### src/irenc_pkg.sv
// Package for the integer to Roman numeral encoder: widths, letter codes,
// digit tables and the command/status structs shared by its modules.
// No dependencies.
package irenc_pkg;

   localparam int VALUE_W  = 12;
   localparam int LETTER_W = 3;
   localparam int DIGITS   = 4;
   localparam int BCD_W    = 4 * DIGITS;
   localparam int CNT_W    = 4;
   localparam int POS_W    = 2;
   localparam int IDX_W    = 2;
   localparam int LEN_W    = 3;

   localparam logic [VALUE_W-1:0] MAX_VALID = 12'd3999;

   localparam logic [LETTER_W-1:0] LET_I = 3'd0;
   localparam logic [LETTER_W-1:0] LET_V = 3'd1;
   localparam logic [LETTER_W-1:0] LET_X = 3'd2;
   localparam logic [LETTER_W-1:0] LET_L = 3'd3;
   localparam logic [LETTER_W-1:0] LET_C = 3'd4;
   localparam logic [LETTER_W-1:0] LET_D = 3'd5;
   localparam logic [LETTER_W-1:0] LET_M = 3'd6;

   // Which of the three letters of a decade a position within a digit uses.
   localparam logic [1:0] SEL_ONE  = 2'd0;
   localparam logic [1:0] SEL_FIVE = 2'd1;
   localparam logic [1:0] SEL_TEN  = 2'd2;

   // Digit positions, most significant first.
   localparam logic [POS_W-1:0] POS_THOU = 2'd0;
   localparam logic [POS_W-1:0] POS_HUND = 2'd1;
   localparam logic [POS_W-1:0] POS_TENS = 2'd2;
   localparam logic [POS_W-1:0] POS_UNIT = 2'd3;

   typedef struct packed {
      logic load;
      logic shift;
      logic next_letter;
      logic next_digit;
      logic emit_letter;
      logic emit_error;
   } irenc_cmd_type;

   typedef struct packed {
      logic value_bad;
      logic digit_empty;
      logic digit_end;
      logic final_letter;
   } irenc_status_type;

   // Number of letters that one decimal digit takes.
   function automatic logic [LEN_W-1:0] digit_len(input logic [3:0] d);
      logic [LEN_W-1:0] len;
      unique case (d)
         4'd1:    len = 3'd1;
         4'd2:    len = 3'd2;
         4'd3:    len = 3'd3;
         4'd4:    len = 3'd2;
         4'd5:    len = 3'd1;
         4'd6:    len = 3'd2;
         4'd7:    len = 3'd3;
         4'd8:    len = 3'd4;
         4'd9:    len = 3'd2;
         default: len = 3'd0;
      endcase
      return len;
   endfunction

   // Letter class at position j within the letters of digit d.
   function automatic logic [1:0] digit_sel(input logic [3:0] d, input logic [IDX_W-1:0] j);
      logic [1:0] sel;
      if (d == 4'd9) begin
         sel = (j == 2'd0) ? SEL_ONE : SEL_TEN;
      end else if (d == 4'd4) begin
         sel = (j == 2'd0) ? SEL_ONE : SEL_FIVE;
      end else if (d >= 4'd5) begin
         sel = (j == 2'd0) ? SEL_FIVE : SEL_ONE;
      end else begin
         sel = SEL_ONE;
      end
      return sel;
   endfunction

   // Letter code for a letter class at a digit position.
   function automatic logic [LETTER_W-1:0] letter_of(input logic [POS_W-1:0] pos,
                                                     input logic [1:0] sel);
      logic [LETTER_W-1:0] one;
      logic [LETTER_W-1:0] five;
      logic [LETTER_W-1:0] ten;
      logic [LETTER_W-1:0] let_code;
      unique case (pos)
         POS_THOU: begin one = LET_M; five = LET_M; ten = LET_M; end
         POS_HUND: begin one = LET_C; five = LET_D; ten = LET_M; end
         POS_TENS: begin one = LET_X; five = LET_L; ten = LET_C; end
         default:  begin one = LET_I; five = LET_V; ten = LET_X; end
      endcase
      unique case (sel)
         SEL_FIVE: let_code = five;
         SEL_TEN:  let_code = ten;
         default:  let_code = one;
      endcase
      return let_code;
   endfunction

endpackage

### src/irenc_datapath.sv
// Datapath of the Roman numeral encoder: binary to BCD shift converter,
// digit/letter pointers and the result registers. Depends on irenc_pkg.
module irenc_datapath (
   input  logic                              clock,
   input  logic                              reset,
   input  logic [irenc_pkg::VALUE_W-1:0]     req_value,
   input  irenc_pkg::irenc_cmd_type          cmd,
   output irenc_pkg::irenc_status_type       status,
   output logic                              rsp_strobe,
   output logic [irenc_pkg::LETTER_W-1:0]    rsp_letter,
   output logic                              rsp_last,
   output logic                              rsp_error
);

   logic [irenc_pkg::VALUE_W-1:0]  bin_ff, bin_in;
   logic [irenc_pkg::BCD_W-1:0]    bcd_ff, bcd_in;
   logic [irenc_pkg::BCD_W-1:0]    bcd_adj;
   logic [irenc_pkg::POS_W-1:0]    pos_ff, pos_in;
   logic [irenc_pkg::IDX_W-1:0]    idx_ff, idx_in;
   logic                           strobe_ff, strobe_in;
   logic [irenc_pkg::LETTER_W-1:0] letter_ff, letter_in;
   logic                           last_ff, last_in;
   logic                           error_ff, error_in;

   logic [3:0]                     cur_digit;
   logic [irenc_pkg::LEN_W-1:0]    cur_len;
   logic                           rest_zero;
   logic [irenc_pkg::LETTER_W-1:0] cur_letter;

   // Add-3 correction on every BCD nibble before the shift.
   always_comb begin
      for (int n = 0; n < irenc_pkg::DIGITS; n++) begin
         bcd_adj[4*n +: 4] = (bcd_ff[4*n +: 4] >= 4'd5) ? bcd_ff[4*n +: 4] + 4'd3
                                                         : bcd_ff[4*n +: 4];
      end
   end

   always_comb begin
      unique case (pos_ff)
         irenc_pkg::POS_THOU: begin
            cur_digit = bcd_ff[15:12];
            rest_zero = (bcd_ff[11:0] == 12'd0);
         end
         irenc_pkg::POS_HUND: begin
            cur_digit = bcd_ff[11:8];
            rest_zero = (bcd_ff[7:0] == 8'd0);
         end
         irenc_pkg::POS_TENS: begin
            cur_digit = bcd_ff[7:4];
            rest_zero = (bcd_ff[3:0] == 4'd0);
         end
         default: begin
            cur_digit = bcd_ff[3:0];
            rest_zero = 1'b1;
         end
      endcase
   end

   assign cur_len    = irenc_pkg::digit_len(cur_digit);
   assign cur_letter = irenc_pkg::letter_of(pos_ff, irenc_pkg::digit_sel(cur_digit, idx_ff));

   assign status.value_bad    = (req_value == '0) || (req_value > irenc_pkg::MAX_VALID);
   assign status.digit_empty  = (cur_len == '0);
   assign status.digit_end    = ((irenc_pkg::LEN_W'(idx_ff) + 3'd1) == cur_len);
   assign status.final_letter = status.digit_end && rest_zero;

   always_comb begin
      bin_in = bin_ff;
      bcd_in = bcd_ff;
      pos_in = pos_ff;
      idx_in = idx_ff;
      if (cmd.load) begin
         bin_in = req_value;
         bcd_in = '0;
         pos_in = irenc_pkg::POS_THOU;
         idx_in = '0;
      end else if (cmd.shift) begin
         bin_in = {bin_ff[irenc_pkg::VALUE_W-2:0], 1'b0};
         bcd_in = {bcd_adj[irenc_pkg::BCD_W-2:0], bin_ff[irenc_pkg::VALUE_W-1]};
      end else if (cmd.next_digit) begin
         pos_in = pos_ff + 2'd1;
         idx_in = '0;
      end else if (cmd.next_letter) begin
         idx_in = idx_ff + 2'd1;
      end
   end

   always_comb begin
      strobe_in = cmd.emit_letter || cmd.emit_error;
      letter_in = cmd.emit_error ? irenc_pkg::LET_I : cur_letter;
      last_in   = cmd.emit_error || status.final_letter;
      error_in  = cmd.emit_error;
   end

   always_ff @(posedge clock) begin
      bin_ff    <= bin_in;
      bcd_ff    <= bcd_in;
      pos_ff    <= pos_in;
      idx_ff    <= idx_in;
      letter_ff <= letter_in;
      last_ff   <= last_in;
      error_ff  <= error_in;
   end

   always_ff @(posedge clock) begin
      if (reset) begin
         strobe_ff <= 1'b0;
      end else begin
         strobe_ff <= strobe_in;
      end
   end

   assign rsp_strobe = strobe_ff;
   assign rsp_letter = letter_ff;
   assign rsp_last   = last_ff;
   assign rsp_error  = error_ff;

endmodule

### src/irenc_ctrl.sv
// Controller of the Roman numeral encoder: sequences loading, BCD
// conversion and letter emission. Depends on irenc_pkg.
module irenc_ctrl (
   input  logic                         clock,
   input  logic                         reset,
   input  logic                         start,
   output logic                         busy,
   input  irenc_pkg::irenc_status_type  status,
   output irenc_pkg::irenc_cmd_type     cmd
);

   localparam logic [1:0] ST_IDLE = 2'd0;
   localparam logic [1:0] ST_CONV = 2'd1;
   localparam logic [1:0] ST_EMIT = 2'd2;

   logic [1:0]                  state_ff, state_in;
   logic [irenc_pkg::CNT_W-1:0] cnt_ff, cnt_in;

   always_comb begin
      state_in = state_ff;
      cnt_in   = cnt_ff;
      cmd      = '0;
      unique case (state_ff)
         ST_IDLE: begin
            if (start) begin
               if (status.value_bad) begin
                  cmd.emit_error = 1'b1;
               end else begin
                  cmd.load = 1'b1;
                  cnt_in   = '0;
                  state_in = ST_CONV;
               end
            end
         end
         ST_CONV: begin
            cmd.shift = 1'b1;
            cnt_in    = cnt_ff + 4'd1;
            if (cnt_ff == irenc_pkg::CNT_W'(irenc_pkg::VALUE_W - 1)) begin
               state_in = ST_EMIT;
            end
         end
         ST_EMIT: begin
            if (status.digit_empty) begin
               cmd.next_digit = 1'b1;
            end else begin
               cmd.emit_letter = 1'b1;
               if (status.final_letter) begin
                  state_in = ST_IDLE;
               end else if (status.digit_end) begin
                  cmd.next_digit = 1'b1;
               end else begin
                  cmd.next_letter = 1'b1;
               end
            end
         end
         default: begin
            state_in = ST_IDLE;
         end
      endcase
   end

   always_ff @(posedge clock) begin
      if (reset) begin
         state_ff <= ST_IDLE;
         cnt_ff   <= '0;
      end else begin
         state_ff <= state_in;
         cnt_ff   <= cnt_in;
      end
   end

   assign busy = (state_ff != ST_IDLE);

endmodule

### src/integer_to_roman_encoder_top.sv
// Roman numeral encoder, top level: a valid value (1 to 3999) is loaded, converted to BCD by shifting,
// then emitted one letter at a time, with an extra step for each leading or inner zero digit; the
// longest numeral (3888) has 15 letters. A new value is accepted only when idle, after the previous
// one has emitted its final letter.
// The receiver cannot stall; each letter shows on the rsp_ ports for one cycle under rsp_strobe.
// A value of 0 or above 3999 gives one error result the next cycle and leaves busy low.
// Reset is synchronous and active high; it returns the controller to idle and clears the strobe.
module integer_to_roman_encoder_top (
   input  logic                             clock,
   input  logic                             reset,
   input  logic                             start,
   output logic                             busy,
   input  logic [irenc_pkg::VALUE_W-1:0]    req_value,
   output logic                             rsp_strobe,
   output logic [irenc_pkg::LETTER_W-1:0]   rsp_letter,
   output logic                             rsp_last,
   output logic                             rsp_error
);

   // Commands flow from the controller to the datapath; status flows back.
   irenc_pkg::irenc_cmd_type    cmd;
   irenc_pkg::irenc_status_type status;

   // The controller owns the sequence: it accepts a transaction when idle, walks the
   // twelve shift steps of the binary to BCD conversion and then steps through the
   // digits, skipping empty ones and stopping on the letter flagged as final.
   irenc_ctrl u_ctrl (
      .clock  (clock),
      .reset  (reset),
      .start  (start),
      .busy   (busy),
      .status (status),
      .cmd    (cmd)
   );

   // The datapath holds the value, its BCD digits, the digit and letter pointers
   // and the registered result ports.
   irenc_datapath u_datapath (
      .clock      (clock),
      .reset      (reset),
      .req_value  (req_value),
      .cmd        (cmd),
      .status     (status),
      .rsp_strobe (rsp_strobe),
      .rsp_letter (rsp_letter),
      .rsp_last   (rsp_last),
      .rsp_error  (rsp_error)
   );

endmodule

### config.mk
export PLATFORM = sky130hd
export DESIGN_NAME = integer_to_roman_encoder_top
export DESIGN_NICKNAME = d
export VERILOG_FILES = /design/src/irenc_pkg.sv /design/src/irenc_datapath.sv /design/src/irenc_ctrl.sv /design/src/integer_to_roman_encoder_top.sv
export SDC_FILE = /design/constraint.sdc
export NUM_CORES = 1
export LEC_CHECK = 0
export BUFFER_PORTS_ARGS = -buffer_cell sky130_fd_sc_hd__buf_2
export CORE_MARGIN = 2
export CORE_UTILIZATION = 30
export DETAILED_ROUTE_END_ITERATION = 10
export PLACE_DENSITY = 0.48
export SETUP_SLACK_MARGIN = 0.3
export SLEW_MARGIN = 40
export SYNTH_ARGS = -nofsm -noshare
export SYNTH_HDL_FRONTEND = slang
export SYNTH_SLANG_ARGS = --single-unit
### constraint.sdc
create_clock -name clock -period 3.45 [get_ports clock]
set_input_delay 0.345 -clock clock [delete_from_list [all_inputs] [get_ports clock]]
set_output_delay 0.345 -clock clock [all_outputs]
set_load 0.01 [all_outputs]
=== Yosys cells after proc, flatten, opt, wreduce, memory -nomap -nowiden ===
Memory sizes are Yosys's and may differ from the RTL's.
Cells that the tools add are included.

* Register bits after elaboration: 44
* Input port bits: 15
* Memories kept: 1
* Latch bits: 0
* Output and inout port bits: 7
* Bits in read-only memories: 48
* RAM bits: 0
* Word-level logic and storage cells: 105

{| class="wikitable"
|+ Memory list
! memory !! words !! bits a word !! rd ports !! clocked after memory_dff !! write ports !! RTL line !! RTL
|-
| (no name shown) || 16 || 3 || 1 || 0 || 0 || irenc_pkg.sv:55 || <nowiki>unique case (d)</nowiki>
|}

* Shift-type cells: 0
* $mul: 0
* Add/subtract/negate cells: 8
* Divide/modulo/power cells: 0
* Reduce and logical (&&, ||, !) cells: 21
* Order comparisons: 6
* Muxes and demuxes: 43
* Bitwise operators: 1
* Eq/ne operators: 15

{| class="wikitable"
|+ Operators by type and width
! kind !! count
|-
| $logic_not 12->1 || 2
|-
| $mux 12 || 2
|-
| $mux 2 || 12
|-
| $ge 4x3->1 const B || 5
|-
| $mux 4 || 5
|-
| $pmux 3 s3 || 2
|-
| $mux 1 || 14
|-
| $add 4x2->4 const B || 3
|-
| $gt 12x12->1 const B || 1
|-
| $pmux 3 s2 || 2
|-
| $pmux 4 s3 || 1
|-
| $eq 4x4->1 const B || 2
|-
| $logic_not 8->1 || 1
|-
| $pmux 4 s2 || 1
|-
| $reduce_bool 2->1 || 4
|-
| $eq 2x1->1 const B || 3
|-
| $eq 2x2->1 const B || 3
|-
| $logic_not 2->1 || 3
|-
| $mux 3 || 2
|-
| $ne 2x2->1 const B || 3
|-
| $pmux 2 s3 || 1
|-
| $reduce_and 5->1 || 1
|-
| $add 2x1->2 const B || 2
|-
| $add 4x1->4 const B || 1
|-
| other kinds (14) || 18
|}

=== Depth between registers and ports, before layout ===
An unclocked memory read counts as a cell.

* Depth in word-level cells: 10
* Mapped depth: 9
* Mapped depth without buffers: 9

=== Modules after synthesis ===
Synthesis repeated with hierarchy kept, for this count alone.

* Cells, all modules: 273
* Area, all modules: 2,506.2 µm²

{| class="wikitable"
|+ By module, submodules not included
! module !! instances !! cells each !! sequential area each (µm²) !! area an instance (µm²)
|-
| irenc_datapath || 1 || 231 || 880.8 || 2,162.1
|-
| irenc_ctrl || 1 || 42 || 120.1 || 344.1
|}

=== Worst setup path before layout ===
OpenSTA, ideal clock, no wires.

* Kind: register to register
* Start point: reg u_datapath.pos_ff[0] (netlist name)
* End point: reg u_datapath.idx_ff[1] (netlist name)
* Buffers on the path: 0
* Arrival: 2,355 ps
* Data required time: 3,330 ps
* Stages on the path, launching flop included: 10
* Clock period less this slack: 2,475 ps
* Library setup time: 120 ps
* Setup slack: 975 ps
* Path through: dfxtp_1 -> inv_1 -> ha_1 -> a222oi_1 -> mux2_2 -> nand3_1 -> mux2i_4 -> o221ai_1 -> nor3_1 -> o31a_1

* Cells in the longest elaborated chain, start to end: 10
* Elaborated cells between the ends (all ways): 18
* Classes of those cells: eq/ne: 3; mux: 9; reduce/logical: 5; memory: 1

{| class="wikitable"
|+ RTL lines
! element !! RTL line !! RTL
|-
| start, declared || irenc_datapath.sv:18 || <nowiki>logic [irenc_pkg::POS_W-1:0] pos_ff, pos_in;</nowiki>
|-
| start signal, assigned || irenc_datapath.sv:98 || <nowiki>pos_ff <= pos_in;</nowiki>
|-
| $eq 2x2->1 (tied with other cells) || irenc_datapath.sv:39 || <nowiki>unique case (pos_ff)</nowiki>
|-
| $pmux 4 s3 || irenc_datapath.sv:39 ||
|-
| $mem_v2 16x3 || n/a ||
|-
| $eq 3x3->1 || irenc_datapath.sv:64 || <nowiki>assign status.digit_end = ((irenc_pkg::LEN_W'(idx_ff) + 3'd1) == cur_len);</nowiki>
|-
| $mux 1 / $logic_and 1x1->1 (equally long branches) || irenc_ctrl.sv:49, irenc_datapath.sv:65 ||
|-
| $mux 2 || irenc_ctrl.sv:47 || <nowiki>if (status.final_letter) begin</nowiki>
|-
| $mux 1 || irenc_ctrl.sv:43 || <nowiki>if (status.digit_empty) begin</nowiki>
|-
| $mux 3 (*) || irenc_ctrl.sv:23 || <nowiki>unique case (state_ff)</nowiki>
|-
| $reduce_bool 2->1 (no source line) || n/a ||
|-
| $reduce_and 2->1 (no source line) || n/a ||
|-
| end signal, assigned || irenc_datapath.sv:99 || <nowiki>idx_ff <= idx_in;</nowiki>
|-
| end, declared || irenc_datapath.sv:19 || <nowiki>logic [irenc_pkg::IDX_W-1:0] idx_ff, idx_in;</nowiki>
|}

Every way passes the cells marked *; elsewhere a longest branch is shown, timed or not.
A chain may end at the register's enable or synchronous reset.

=== Worst setup path in the final report ===
Ends and elaborated chain as after synthesis.

==> metrics.yaml <==
yosys:
  synth_edf_count: 12
  syn_area_um2: 2580
  synthCells: 306
  synth_ff_type: "dfxtp_1"
  synth-async-reset-ratio_pct: 0
  synth-seq-cells: 44
  yosysWarningCount: 0
  yosysTopAreaCell: "dfxtp_1"
  synth_most_common_cell: "nand2_1"
  syn_nets: 341
  synth.top_cell.area_share_pct: 24.9
  syn_area_per_cell_um2: 8.42
  netlist_top_cells_count: "nand2_1, dfxtp_1, nor2_1"
  synth_area_leaders: "dfxtp_1, edfxtp_1, ha_1"
  ys_types: 45
  ys_seq_area_share_pct: 38.8
die:
  num_rows: 33
  initial_utilization_pct: 31.2
  pin_count: 22
  die_area_um2: 9350
  die_h_um: 96.7
  dieWidth_um: 96.7
  core_area_um2: 8260
global_routing:
  track_usage_pct: 13.0
  grt_pass1_wl_um: 10100
  antenna_found_initial: 0
  grt_overflow_total: 0
  grt_pass1_vias: 2038
  grt_max_degree: 24
placement:
  dpl.hpwl_um: 4200
  place_area_um2: 2820
  io_buffers: 21
  gp_congestion: 0.910
  pre_cts_ws_ps: 691
route:
  wl_per_cell_um: 13.3
  vias: 2233
  routed.top_layer: "met4"
  wl_met3_um: 219
  first_iter_violations: 126
  m1WireLength_um: 2970
  postRouteAntennaNets: 0
  routed_wl_um: 5800
  dr_wl_met2_um: 2530
  drc: 0
  via_per_inst: 5.13
  first_pass_iters: 6
cells_and_area:
  n_antenna_cell: 0
  final_area_um2: 2900
  multiInputGateArea_um2: 1470
  nets: 364
  seq_area_um2: 1000
  areaGrowthSynthToFinish_pct: 12.6
  drive_gt1_share_pct: 13.6
  n_fill_cell: 896
clock_network:
  clock_latency_ps: 300
  cts_hold_buf: 0
  cts.sinks: 44
  postCtsResizedCells: 0
  post-cts-setup-buffers: 0
  cts_root_buf: "clkbuf_8"
  numCtsBuffers: 5
  cts_tree: "yes"
  htreeDepth: 2
  clkSlewWorstSetupHoldPaths_ps: 90
  cts_buffer_depth: 2
power:
  p_per_area_nw_per_um2: 355
  power_leakage_uw: 0.00112
  peakVddDrop_v: 0.000148
sta:
  hold_viol: 0
  setup_viol_count_final: 0
  period_needed_ps: 2820
  finClkSkew_ps: 5.15
  relSlewSlack_pct: 64.4
  period_share_pct: 81.6
  tightest_slew_ps: 532
  rsz0062_at_grt: "no"
  max_freq_mhz: 355
  fin_ws_ps: 635
  fin_tns_setup_ps: 0
  slew_violations: 0
critical_path:
  path_max_fanout: 6
  crit_required_ps: 3650
  r2r_cells: 9
  worstSetupPathType: "flip-flop to flip-flop"
  cp.arrival_ps: 3010
  cp-start-kind: "flip-flop"
  cp-end-kind: "flip-flop"
job:
  drv_cap: 0
min_path:
  hold_path_class: "input pin to flip-flop"
  hold_depth: 2
run_status:
  status: "completed"
layout make-up:
cell class	count	share of cell area [%]
repair buffers	25	4.66
multi-input cells	232	50.6
inverters	21	2.72
clock buffers	5	2.37
flip-flops and latches	44	34.5
clock inverters	3	0.647
well taps	105	4.53
metrics by stage:
step / hold slack [ps] / cells / util (%) / power [uW]
global placement: 482 / 427 / 34.1 / 711
global route: 303 / 435 / 35.2 / 1090
detailed placement: 489 / 427 / 34.1 / 712
finish: 289 / 435 / 35.2 / 1030
CTS: 282 / 435 / 35.2 / 1050
floorplan: 414 / 306 / - / 666
sequential cells by signal (all words and copies together), names as in the netlist:
register and count:
u_ctrl.cnt_ff 4, u_datapath.rsp_error 1, u_ctrl.state_ff 2, u_datapath.pos_ff 2, u_datapath.bcd_ff 16, u_datapath.rsp_last 1
u_datapath.idx_ff 2, u_datapath.bin_ff 12, u_datapath.rsp_letter 3, u_datapath.rsp_strobe 1
worst max-delay path: stages (launching register included):
cell      delay, ps
dfxtp_1         410
inv_1           120
ha_1            290
a222oi_1        500
mux2i_2         220
nor4_4          330
a211oi_1        120
o221ai_1        340
nor3_1          100
o31a_1          280
worst paths after layout:
kind,startpoint,to,slack [ps]
worst max-delay path,u_datapath.pos_ff[0],u_datapath.idx_ff[1],630
worst min register to register,u_ctrl.cnt_ff[1],u_ctrl.cnt_ff[1],500
worst min-delay path,reset,u_ctrl.state_ff[1],290
worst max register to register,u_datapath.pos_ff[0],u_datapath.idx_ff[1],630
cell usage in the layout (no fill, tap or decap), types with 3 or more instances in the layout:
master / count
nor3_1: 7
a21oi_1: 27
nand3_1: 17
edfxtp_1: 12
nand2b_1: 8
a222oi_1: 4
buf_2: 21
buf_4: 4
dfxtp_1: 32
mux2i_2: 3
xnor2_1: 6
inv_1: 20
o21ai_0: 18
xor2_1: 3
ha_1: 20
nand2_1: 46
clkbuf_8: 5
nor2_1: 29
nor4_1: 6
mux2_2: 3
nand4_1: 3
cells by family after synthesis:
kind of cell,after synthesis,share of synthesized area [%]
xor+xnor,9,3.06
mux,10,5.15
compound gates,69,16.5
buf+inv,30,4.37
flops,44,38.8
fa+ha+maj,20,9.71
simple gates,124,22.4
power by group:
| part | switching (uW) | internal (uW) | total [uW] |
|---|---|---|---|
| Sequential | 14.5 | 563 | 578 |
| Combinational | 78.8 | 41.2 | 120 |
| Clock | 191 | 140 | 331 |
layer usage:
metal / up-vias / track usage, %
met5: - / 0
met4: 0 / 3.68
met3: 6 / 2.75
met2: 40 / 19.0
met1: 1061 / 19.2
li1: 1126 / -
No activity file was read; power rests on OpenSTA's default activity.
